## config.mk

```make
export PLATFORM = sky130hd
export DESIGN_NAME = software_breakpoint_table
export DESIGN_NICKNAME = d
export VERILOG_FILES = /design/src/design/sbt_pkg.sv /design/src/design/sbt_ram.sv /design/src/design/sbt_fifo.sv /design/src/design/sbt_front.sv /design/src/design/sbt_engine.sv /design/src/design/software_breakpoint_table.sv
export SDC_FILE = /design/constraint.sdc
export NUM_CORES = 2
export LEC_CHECK = 0
export ABC_AREA = 1
export BUFFER_PORTS_ARGS = -buffer_cell sky130_fd_sc_hd__buf_2
export CORE_MARGIN = 2
export CORE_UTILIZATION = 40
export DETAILED_ROUTE_END_ITERATION = 10
export GPL_TIMING_DRIVEN = 0
export PLACE_DENSITY = 0.51
export SLEW_MARGIN = 20
export SYNTH_ARGS = -nofsm -noshare
export SYNTH_HDL_FRONTEND = slang
export SYNTH_SLANG_ARGS = --single-unit
```

## constraint.sdc

```tcl
create_clock -name clk -period 5.02 [get_ports clk]
set_clock_uncertainty 0.1 [all_clocks]
set_input_delay 0.502 -clock clk [delete_from_list [all_inputs] [get_ports clk]]
set_output_delay 0.502 -clock clk [all_outputs]
set_load 0.01 [all_outputs]
```

## src/design/sbt_pkg.sv

```systemverilog
package sbt_pkg;

	localparam int ADDR_W = 32;
	localparam int BYTE_W = 8;
	localparam int RANK_W = 6;
	localparam int TBL_W  = ADDR_W + BYTE_W;
	localparam int PADDR_W = 3;
	localparam int Q_DEPTH = 2;

	localparam logic [BYTE_W-1:0] TRAP_RESET = 8'hCC;

	// register index taken from paddr[2]
	localparam logic REG_TRAP_OPCODE = 1'b0;

	localparam logic [1:0] KIND_INSERT = 2'd0;
	localparam logic [1:0] KIND_DELETE = 2'd1;
	localparam logic [1:0] KIND_CLEAR  = 2'd2;

	localparam logic [1:0] ST_OK    = 2'd0;
	localparam logic [1:0] ST_SHORT = 2'd1;
	localparam logic [1:0] ST_FULL  = 2'd2;

	typedef enum logic [2:0] {
		OP_NOP    = 3'd0,
		OP_SHORT  = 3'd1,
		OP_INSERT = 3'd2,
		OP_DELETE = 3'd3,
		OP_CLEAR  = 3'd4
	} cmd_op_t;

	typedef struct packed {
		logic [1:0]        kind;
		logic [ADDR_W-1:0] target_addr;
		logic [BYTE_W-1:0] patch_len;
		logic [BYTE_W-1:0] current_byte;
	} item_t;

	typedef struct packed {
		logic [1:0]        status;
		logic              write_enable;
		logic [ADDR_W-1:0] write_addr;
		logic [BYTE_W-1:0] write_byte;
		logic              last;
	} result_t;

	typedef struct packed {
		cmd_op_t           op;
		logic [ADDR_W-1:0] addr;
		logic [BYTE_W-1:0] cur;
	} cmd_t;

	localparam int CMD_W = $bits(cmd_t);
	localparam int RES_W = $bits(result_t);

endpackage

```

## src/design/sbt_ram.sv

```systemverilog
module sbt_ram #(
	parameter int WIDTH = 40,
	parameter int DEPTH = 32
) (
	input  logic                                  clk,
	input  logic                                  wr_en,
	input  logic [(DEPTH > 1 ? $clog2(DEPTH) : 1)-1:0] wr_addr,
	input  logic [WIDTH-1:0]                      wr_data,
	input  logic                                  rd_en,
	input  logic [(DEPTH > 1 ? $clog2(DEPTH) : 1)-1:0] rd_addr,
	output logic [WIDTH-1:0]                      rd_data
);

	logic [WIDTH-1:0] mem_q [DEPTH];

	always_ff @(posedge clk) begin
		if (wr_en) begin
			mem_q[wr_addr] <= wr_data;
		end
		if (rd_en) begin
			rd_data <= mem_q[rd_addr];
		end
	end

endmodule

```

## src/design/sbt_fifo.sv

```systemverilog
module sbt_fifo #(
	parameter int WIDTH = 8,
	parameter int DEPTH = 2
) (
	input  logic             clk,
	input  logic             arst_n,
	input  logic             push,
	input  logic [WIDTH-1:0] wr_data,
	output logic             full,
	input  logic             pop,
	output logic [WIDTH-1:0] rd_data,
	output logic             empty
);

	localparam int AW = (DEPTH > 1) ? $clog2(DEPTH) : 1;
	localparam int CW = $clog2(DEPTH + 1);

	logic [WIDTH-1:0] mem_q [DEPTH];
	logic [AW-1:0]    wp_q;
	logic [AW-1:0]    rp_q;
	logic [CW-1:0]    cnt_q;
	logic             push_ok;
	logic             pop_ok;

	assign full    = (cnt_q == CW'(DEPTH));
	assign empty   = (cnt_q == '0);
	assign push_ok = push && !full;
	assign pop_ok  = pop && !empty;
	assign rd_data = mem_q[rp_q];

	always_ff @(posedge clk) begin
		if (push_ok) begin
			mem_q[wp_q] <= wr_data;
		end
	end

	always_ff @(posedge clk or negedge arst_n) begin
		if (!arst_n) begin
			wp_q  <= '0;
			rp_q  <= '0;
			cnt_q <= '0;
		end else begin
			if (push_ok) begin
				wp_q <= (wp_q == AW'(DEPTH - 1)) ? '0 : wp_q + AW'(1);
			end
			if (pop_ok) begin
				rp_q <= (rp_q == AW'(DEPTH - 1)) ? '0 : rp_q + AW'(1);
			end
			if (push_ok && !pop_ok) begin
				cnt_q <= cnt_q + CW'(1);
			end else if (pop_ok && !push_ok) begin
				cnt_q <= cnt_q - CW'(1);
			end
		end
	end

endmodule

```

## src/design/sbt_front.sv

```systemverilog
module sbt_front (
	input  logic           clk,
	input  logic           arst_n,
	input  logic           push,
	input  sbt_pkg::item_t item,
	output logic           full,
	output logic           cmd_valid,
	output sbt_pkg::cmd_t  cmd,
	input  logic           cmd_pop
);

	import sbt_pkg::*;

	cmd_t              cls;
	logic              q_empty;
	logic [CMD_W-1:0]  q_data;

	// length check comes before any table lookup
	always_comb begin
		cls.addr = item.target_addr;
		cls.cur  = item.current_byte;
		case (item.kind)
			KIND_INSERT: cls.op = (item.patch_len == '0) ? OP_SHORT : OP_INSERT;
			KIND_DELETE: cls.op = (item.patch_len == '0) ? OP_SHORT : OP_DELETE;
			KIND_CLEAR:  cls.op = OP_CLEAR;
			default:     cls.op = OP_NOP;
		endcase
	end

	sbt_fifo #(
		.WIDTH (CMD_W),
		.DEPTH (Q_DEPTH)
	) u_cmd_q (
		.clk     (clk),
		.arst_n  (arst_n),
		.push    (push),
		.wr_data (cls),
		.full    (full),
		.pop     (cmd_pop),
		.rd_data (q_data),
		.empty   (q_empty)
	);

	assign cmd_valid = !q_empty;
	assign cmd       = cmd_t'(q_data);

endmodule

```

## src/design/sbt_engine.sv

```systemverilog
module sbt_engine #(
	parameter int ENTRIES = 32
) (
	input  logic                        clk,
	input  logic                        arst_n,
	input  logic [sbt_pkg::BYTE_W-1:0]  trap_opcode,
	input  logic                        cmd_valid,
	input  sbt_pkg::cmd_t               cmd,
	output logic                        cmd_pop,
	input  logic                        res_full,
	output logic                        res_push,
	output sbt_pkg::result_t            res
);

	import sbt_pkg::*;

	localparam int IW = (ENTRIES > 1) ? $clog2(ENTRIES) : 1;
	localparam int CW = $clog2(ENTRIES + 1);

	typedef enum logic [5:0] {
		S_IDLE  = 6'b000001,
		S_SCAN  = 6'b000010,
		S_DONE  = 6'b000100,
		S_DRAIN = 6'b001000,
		S_LOAD  = 6'b010000,
		S_EMIT  = 6'b100000
	} state_t;

	state_t              state_q;
	cmd_t                cmd_q;
	result_t             res_q;

	logic [CW-1:0]       iss_q;
	logic                chk_vld_s1;
	logic [IW-1:0]       chk_idx_s1;

	logic                hit_q;
	logic [IW-1:0]       hit_idx_q;
	logic [RANK_W-1:0]   hit_rank_q;
	logic [BYTE_W-1:0]   hit_byte_q;
	logic                free_q;
	logic [IW-1:0]       free_idx_q;

	logic [ENTRIES-1:0]  live_q;
	logic [RANK_W-1:0]   rank_q [ENTRIES];
	logic [CW-1:0]       cnt_q;
	logic [CW-1:0]       drain_q;

	logic                tbl_wr_en;
	logic [TBL_W-1:0]    tbl_rd_data;
	logic                tbl_rd_en;
	logic                ord_wr_en;
	logic                ord_rd_en;
	logic [TBL_W-1:0]    ord_rd_data;

	logic                e_live;
	logic [RANK_W-1:0]   e_rank;
	logic [ADDR_W-1:0]   e_addr;
	logic [BYTE_W-1:0]   e_byte;
	logic                do_insert;
	logic                do_delete;
	logic                emit_ok;
	logic                clear_done;

	assign e_live = chk_vld_s1 && live_q[chk_idx_s1];
	assign e_rank = rank_q[chk_idx_s1];
	assign e_addr = tbl_rd_data[TBL_W-1 -: ADDR_W];
	assign e_byte = tbl_rd_data[BYTE_W-1:0];

	assign tbl_rd_en = (state_q == S_SCAN) && (iss_q != CW'(ENTRIES));
	assign do_insert = (state_q == S_DONE) && (cmd_q.op == OP_INSERT) && !hit_q && free_q;
	assign do_delete = (state_q == S_DONE) && (cmd_q.op == OP_DELETE) && hit_q;
	assign tbl_wr_en = do_insert;
	assign ord_wr_en = e_live && (cmd_q.op == OP_CLEAR);
	assign ord_rd_en = (state_q == S_DRAIN);
	assign cmd_pop   = (state_q == S_IDLE) && cmd_valid;
	assign emit_ok   = (state_q == S_EMIT) && !res_full;
	assign res_push  = emit_ok;
	assign res       = res_q;
	assign clear_done = emit_ok && (cmd_q.op == OP_CLEAR) && res_q.last;

	sbt_ram #(
		.WIDTH (TBL_W),
		.DEPTH (ENTRIES)
	) u_tbl_ram (
		.clk     (clk),
		.wr_en   (tbl_wr_en),
		.wr_addr (free_idx_q),
		.wr_data ({cmd_q.addr, cmd_q.cur}),
		.rd_en   (tbl_rd_en),
		.rd_addr (iss_q[IW-1:0]),
		.rd_data (tbl_rd_data)
	);

	// restore list, written at each live entry's age rank
	sbt_ram #(
		.WIDTH (TBL_W),
		.DEPTH (ENTRIES)
	) u_ord_ram (
		.clk     (clk),
		.wr_en   (ord_wr_en),
		.wr_addr (e_rank[IW-1:0]),
		.wr_data (tbl_rd_data),
		.rd_en   (ord_rd_en),
		.rd_addr (drain_q[IW-1:0]),
		.rd_data (ord_rd_data)
	);

	always_ff @(posedge clk or negedge arst_n) begin
		if (!arst_n) begin
			state_q    <= S_IDLE;
			chk_vld_s1 <= 1'b0;
			cnt_q      <= '0;
			live_q     <= '0;
		end else begin
			chk_vld_s1 <= tbl_rd_en;
			case (state_q)
				S_IDLE: begin
					if (cmd_valid) begin
						if (cmd.op == OP_INSERT || cmd.op == OP_DELETE ||
						    (cmd.op == OP_CLEAR && cnt_q != '0)) begin
							state_q <= S_SCAN;
						end else begin
							state_q <= S_EMIT;
						end
					end
				end
				S_SCAN: begin
					if (chk_vld_s1 && chk_idx_s1 == IW'(ENTRIES - 1)) begin
						state_q <= (cmd_q.op == OP_CLEAR) ? S_DRAIN : S_DONE;
					end
				end
				S_DONE: begin
					state_q <= S_EMIT;
					if (do_insert) begin
						live_q[free_idx_q] <= 1'b1;
						cnt_q <= cnt_q + CW'(1);
					end
					if (do_delete) begin
						live_q[hit_idx_q] <= 1'b0;
						cnt_q <= cnt_q - CW'(1);
					end
				end
				S_DRAIN: begin
					state_q <= S_LOAD;
				end
				S_LOAD: begin
					state_q <= S_EMIT;
				end
				S_EMIT: begin
					if (emit_ok) begin
						if (cmd_q.op == OP_CLEAR && !res_q.last) begin
							state_q <= S_DRAIN;
						end else begin
							state_q <= S_IDLE;
						end
						if (clear_done) begin
							live_q <= '0;
							cnt_q  <= '0;
						end
					end
				end
				default: state_q <= S_IDLE;
			endcase
		end
	end

	always_ff @(posedge clk) begin
		if (tbl_rd_en) begin
			iss_q      <= iss_q + CW'(1);
			chk_idx_s1 <= iss_q[IW-1:0];
		end
		case (state_q)
			S_IDLE: begin
				cmd_q   <= cmd;
				iss_q   <= '0;
				drain_q <= '0;
				hit_q   <= 1'b0;
				free_q  <= 1'b0;
				res_q   <= '{status: (cmd.op == OP_SHORT) ? ST_SHORT : ST_OK,
					write_enable: 1'b0, write_addr: '0, write_byte: '0, last: 1'b1};
			end
			S_SCAN: begin
				if (e_live && !hit_q && e_addr == cmd_q.addr) begin
					hit_q      <= 1'b1;
					hit_idx_q  <= chk_idx_s1;
					hit_rank_q <= e_rank;
					hit_byte_q <= e_byte;
				end
				if (chk_vld_s1 && !e_live && !free_q) begin
					free_q     <= 1'b1;
					free_idx_q <= chk_idx_s1;
				end
			end
			S_DONE: begin
				if (cmd_q.op == OP_INSERT && !hit_q && !free_q) begin
					res_q.status <= ST_FULL;
				end
				if (do_insert) begin
					res_q.write_enable <= 1'b1;
					res_q.write_addr   <= cmd_q.addr;
					res_q.write_byte   <= trap_opcode;
				end
				if (do_delete) begin
					res_q.write_enable <= 1'b1;
					res_q.write_addr   <= cmd_q.addr;
					res_q.write_byte   <= hit_byte_q;
				end
			end
			S_LOAD: begin
				res_q.status       <= ST_OK;
				res_q.write_enable <= 1'b1;
				res_q.write_addr   <= ord_rd_data[TBL_W-1 -: ADDR_W];
				res_q.write_byte   <= ord_rd_data[BYTE_W-1:0];
				res_q.last         <= (drain_q == cnt_q - CW'(1));
				drain_q            <= drain_q + CW'(1);
			end
			default: ;
		endcase
	end

	// age ranks: 0 is the newest live entry
	for (genvar i = 0; i < ENTRIES; i++) begin : g_rank
		always_ff @(posedge clk) begin
			if (do_insert) begin
				if (free_idx_q == IW'(i)) begin
					rank_q[i] <= '0;
				end else if (live_q[i]) begin
					rank_q[i] <= rank_q[i] + RANK_W'(1);
				end
			end else if (do_delete) begin
				if (live_q[i] && hit_idx_q != IW'(i) && rank_q[i] > hit_rank_q) begin
					rank_q[i] <= rank_q[i] - RANK_W'(1);
				end
			end
		end
	end

endmodule

```

## src/design/software_breakpoint_table.sv

```systemverilog
// software breakpoint table: holds up to ENTRIES breakpoints, each a code address
// and the code byte that the trap opcode replaced. commands enter through a small
// command queue and results leave through a small result queue, so either side
// may stall without blocking the other. an insert or delete walks the whole table
// through one memory read port, one entry a cycle, then applies its update. remove-all
// walks the table the same way, then restores each live entry, newest first, through
// the drain, load and emit states; short-length, unknown-kind and empty remove-all
// commands skip the walk. the table memories need no clearing pass after reset: the
// live bits decide which entries are used. trap_opcode sits at byte address 0 of the
// register port and may be written only while the block is idle.
module software_breakpoint_table #(
	parameter int ENTRIES = 32
) (
	input  logic                         clk,
	input  logic                         arst_n,
	// command side
	input  logic                         push,
	input  sbt_pkg::item_t               item,
	output logic                         full,
	// result side
	input  logic                         pop,
	output logic                         empty,
	output sbt_pkg::result_t             result,
	// register port
	input  logic                         psel,
	input  logic                         penable,
	input  logic                         pwrite,
	input  logic [sbt_pkg::PADDR_W-1:0]  paddr,
	input  logic [31:0]                  pwdata,
	output logic [31:0]                  prdata,
	output logic                         pready
);

	import sbt_pkg::*;

	logic [BYTE_W-1:0] trap_q;
	logic              cmd_valid;
	cmd_t              cmd;
	logic              cmd_pop;
	logic              res_full;
	logic              res_push;
	result_t           res;
	logic [RES_W-1:0]  res_bits;

	// register access: the write lands on the access phase
	assign pready = 1'b1;
	assign prdata = (paddr[2] == REG_TRAP_OPCODE) ? {24'b0, trap_q} : '0;

	always_ff @(posedge clk or negedge arst_n) begin
		if (!arst_n) begin
			trap_q <= TRAP_RESET;
		end else if (psel && penable && pwrite && pready && paddr[2] == REG_TRAP_OPCODE) begin
			trap_q <= pwdata[BYTE_W-1:0];
		end
	end

	// front: classifies each transaction and queues it
	sbt_front u_front (
		.clk       (clk),
		.arst_n    (arst_n),
		.push      (push),
		.item      (item),
		.full      (full),
		.cmd_valid (cmd_valid),
		.cmd       (cmd),
		.cmd_pop   (cmd_pop)
	);

	// back: table walk, updates and result generation
	sbt_engine #(
		.ENTRIES (ENTRIES)
	) u_engine (
		.clk         (clk),
		.arst_n      (arst_n),
		.trap_opcode (trap_q),
		.cmd_valid   (cmd_valid),
		.cmd         (cmd),
		.cmd_pop     (cmd_pop),
		.res_full    (res_full),
		.res_push    (res_push),
		.res         (res)
	);

	// result queue, oldest result shown while not empty
	sbt_fifo #(
		.WIDTH (RES_W),
		.DEPTH (Q_DEPTH)
	) u_res_q (
		.clk     (clk),
		.arst_n  (arst_n),
		.push    (res_push),
		.wr_data (res),
		.full    (res_full),
		.pop     (pop),
		.rd_data (res_bits),
		.empty   (empty)
	);

	assign result = result_t'(res_bits);

endmodule

```

==> results.toml <==
[critical_path]
cp-endpoint = "result[30]"
critPathBufInv = 4
critical_path.startpoint = "u_res_q.rp_q$_DFFE_PN0P_"
crit_path_slowest_cell = "sky130_fd_sc_hd__clkbuf_1"
cp_top_family = "buffers and inverters"
worstPathArrival_ns = 4.14
critical_path_class = "register to primary output"
timing.critical_path.cells = "clkbuf_1 > inv_2 > clkbuf_1 > nand2_1 > nand2_1 > buf_2"
crit_cells = 6
path_max_fanout = 10
cp-start-kind = "register"
cp-end-kind = "primary output"
worstPathRequired_ns = 4.42
regToRegSetupSlack_ns = 0.34
cp_slowest_stage_delay_ns = 0.93
reg2reg_to = "u_engine.u_ord_ram.mem_q[20][26]$_DFFE_PP_"
rr_worst_depth = 14

[timing]
unrepaired_setup_endpoints_after_global_routing = "false"
max_freq_mhz = 211
number_of_setup_violations_in_the_final_report = 0
tightestPinTransition_ns = 1.27
timing_max_transition_violations_final = 0
max_slew_margin_pct = 14.1
finalHoldViolCount = 0
final_min_period_over_clock_period_pct = 94.5
post-route-min-period_ns = 4.74

[grt]
grt_pass1_vias = 95200
grt_max_degree = 58
total_grt_overflow = 0
grt_first_pass_wirelength_mm = 702
grt_antenna_before_repair = 31
global_route.usage.total_pct = 28.4

[synthesis]
synth_edf_count = 3130
synth_simple_gate_area_share_pct = 12.7
synthDominantCellAreaShare_pct = 68.5
yosys.cell_types.count = 58
main_combinational_cell_family_by_area_after_synthesis = "simple AND/OR/NAND/NOR gates"
post_synthesis_adder_cell_area_fraction_pct = 2.44
synthXorXnorAreaFrac_pct = 1.19
cell_area_synth_sq_um = 137000
synth.largest_area_cell = "sky130_fd_sc_hd__edfxtp_1"
ys_dominant_reg_cell = "sky130_fd_sc_hd__edfxtp_1"
share_of_the_synthesized_area_in_compound_gates_ao_oa_aoi_oai_pct = 10.4
netlist_top_cells_count = "sky130_fd_sc_hd__edfxtp_1 (3130), sky130_fd_sc_hd__nor2_1 (1846), sky130_fd_sc_hd__o21ai_0 (1515), sky130_fd_sc_hd__nand2_1 (1495), sky130_fd_sc_hd__o22ai_1 (539)"
synth_seq_cells = 3202
syn-instance-count = 11600
async_reset_ff_share_pct = 1.91
synth.yosys.seq_area_share_pct = 69.8
yosys_warnings = 0
yosys-top-cells-area = "sky130_fd_sc_hd__edfxtp_1 (68%), sky130_fd_sc_hd__o21ai_0 (5.5%), sky130_fd_sc_hd__nor2_1 (5.0%)"
synthMuxAreaShare_pct = 0
synth.most_common_cell = "sky130_fd_sc_hd__edfxtp_1"
avgSynthCellArea_sq_um = 11.8

[clock_tree]
cts-resized-gates = 0
clock_insertion_delay_worst_skew_ns = 1.00
clock_tree_from_tritoncts = "yes"
cts_inserted_buffers = 352
worst_setup_hold_path_clk_slew_ns = 0.06
post_cts_buffers = 0
cts.root.buffer_cell = "sky130_fd_sc_hd__clkbuf_16"
cts_htree_levels = 5
tritoncts_num_sinks = 3202
ctsLongestPathBuffers = 4

[finish]
final_cell_count_no_fill = 17200
nets_finish = 12800
area_growth_pct = 17.2
layout-drive-gt1-share_pct = 9.62

[power_and_ir_drop]
netSwitchingFraction_pct = 36.0
power.switching_mw = 29.8
p_seq_share_pct = 40.5
power.static_leakage_nw = 56.3
p_int_mw = 52.9
clkPwrFrac_pct = 31.4
design_power_total_mw = 82.7
powerDensity_nw_per_um2 = 515
share_comb_of_total_power_pct = 28.1
peakVddDrop_uv = 476

[detailed_routing]
dr_total_vias = 98000
vias_per_cell = 5.68
dr.first_iter.drc_count = 11400
ant_nets = 0
firstDrtPassIters = 6
finalWirelength_mm = 506
remaining_drc_errors = 0
routed_wire_length_per_instance_um = 29.4

[place]
place_congestion = 0.926
detailed_place_hpwl_mm = 365
placedCellCount = 16500
port_buffers = 118

[run]
maxCapViolCount = 0

[floorplan]
floorplan.die.width_um = 590
die_height_um = 590
pin_count = 171
initial_utilization_pct = 40.1
placementRows = 215
coreArea_sq_um = 342000
floorplan.die_area_sq_um = 348000

[worst_hold_path]
hp-class = "input pin to async pin"

[outcome]
status = "finished clean"
## worst reg2reg max path: cells and delay by family (launching register included)
family | cells | cell delay [ns]
buffers and inverters | 4 | 1.48
DFF | 1 | 0.38
and+or+nand+nor | 10 | 2.41
## cells by family (layout without fill, tap and decap cells)
group	count (synthesis)	in the layout
XOR/XNOR	186	186
other	2	35
AND/OR/NAND/NOR	4155	4155
flip-flops	3202	3202
AO/OA/AOI/OAI	2596	2596
buffers and inverters	1189	2250
adder cells (fa/ha/maj)	267	267
## routing by layer
metal  vias up  track usage, %  routed length (um)
met5         -               0                  21
met4         4            10.9               20600
met3       922            4.45               40000
met2      4554            48.9              249000
met1     49100            35.8              197000
li1      43400               -                   -
## state kept, by name, summed over array words and instances (netlist names), 6 cells and up, named ones only
register                    count
u_engine.iss_q                  6
u_engine.cmd_q                 43
u_engine.u_ord_ram.rd_data     40
u_engine.u_tbl_ram.rd_data     40
u_engine.drain_q                6
u_engine.hit_byte_q             8
u_engine.rank_q               192
u_front.u_cmd_q.mem_q          86
u_engine.cnt_q                  6
u_engine.u_tbl_ram.mem_q     1280
u_engine.res                   44
u_engine.state_q                6
u_engine.u_ord_ram.mem_q     1280
u_res_q.mem_q                  88
u_engine.hit_rank_q             6
u_engine.live_q                32
trap_q                          8
## timing repair
| item | in CTS | in global routing |
|---|---|---|
| hold endpoints to repair | 157 | 0 |
| hold buffers | 63 | 0 |
| endpoints found under the setup margin | 0 | 0 |
## worst min path at each step
stage	to	slack [ns]	cells after the start
after floorplan	trap_q[0]$_DFFE_PN0P_	0.11	0
after global placement	u_engine.chk_idx_s1[2]$_DFFE_PP_	0.31	0
after detailed placement	u_front.u_cmd_q.cnt_q[0]$_DFFE_PN0P_	0.20	1
after CTS	trap_q[4]$_DFFE_PN0P_	0.001	3
after global routing	u_engine.live_q[27]$_DFFE_PN0P_	0.06	3
final	u_engine.live_q[22]$_DFFE_PN0P_	0.05	3
## power groups by stage
stage / Sequential (mW) / Combinational (mW) / Clock (mW)
after floorplan: 34.1 / 10.8 / 0
after global placement: 35.6 / 20.0 / 0
after detailed placement: 34.8 / 21.7 / 0
after CTS: 34.2 / 21.8 / 26.2
after global routing: 33.6 / 24.5 / 27.3
final: 33.5 / 23.3 / 26.0
## area by class of cell
class	count	area, sq um
diodes	10	25.0
plain buffers	680	2920
clock buffers	443	9310
clock inverters	196	2080
fillers	30700	181000
inverters	509	1990
multi-input cells	7229	37100
flip-flops and latches	3202	95700
well taps	4557	5700
repair buffers	422	5910
## layout by cell type (no fill, tap or decap), types with 67 or more instances in the layout
master                      synthesis  routed
sky130_fd_sc_hd__o22ai_1          539     539
sky130_fd_sc_hd__a21oi_1          212     212
sky130_fd_sc_hd__buf_12             0      90
sky130_fd_sc_hd__xnor2_1           84      84
sky130_fd_sc_hd__o21ai_1           84      86
sky130_fd_sc_hd__buf_2            101     219
sky130_fd_sc_hd__inv_1            492     460
sky130_fd_sc_hd__edfxtp_1        3130    3130
sky130_fd_sc_hd__nor2_1          1846    1800
sky130_fd_sc_hd__buf_8              1      90
sky130_fd_sc_hd__clkbuf_16          0     355
sky130_fd_sc_hd__clkbuf_1         487     558
sky130_fd_sc_hd__o211ai_1         200     200
sky130_fd_sc_hd__o21ai_0         1515    1513
sky130_fd_sc_hd__clkinv_1           5      79
sky130_fd_sc_hd__nor3_1            68      67
sky130_fd_sc_hd__xor2_1           102     102
sky130_fd_sc_hd__nand4_1           98      98
sky130_fd_sc_hd__nand3_1          496     496
sky130_fd_sc_hd__ha_1             266     266
sky130_fd_sc_hd__nand2_1         1495    1495
## through the flow
| step | utilization, % | instance area, sq um | setup TNS [ns] | hold slack (ns) | worst slack (ns) |
|---|---|---|---|---|---|
| 3_3_place_gp | 42.0 | 144000 | -4264.30 | 0.314 | -4.14 |
| 5_1_grt | 47.0 | 161000 | 0 | 0.0581 | 0.310 |
| 3_5_place_dp | 43.3 | 148000 | 0 | 0.201 | 0.506 |
| 2_1_floorplan | - | 137000 | 0 | 0.106 | 0.388 |
| 6_report | 47.0 | 161000 | 0 | 0.0504 | 0.277 |
| 4_1_cts | 46.8 | 160000 | 0 | 0.00129 | 0.291 |
(Power assumes the default switching activity.)
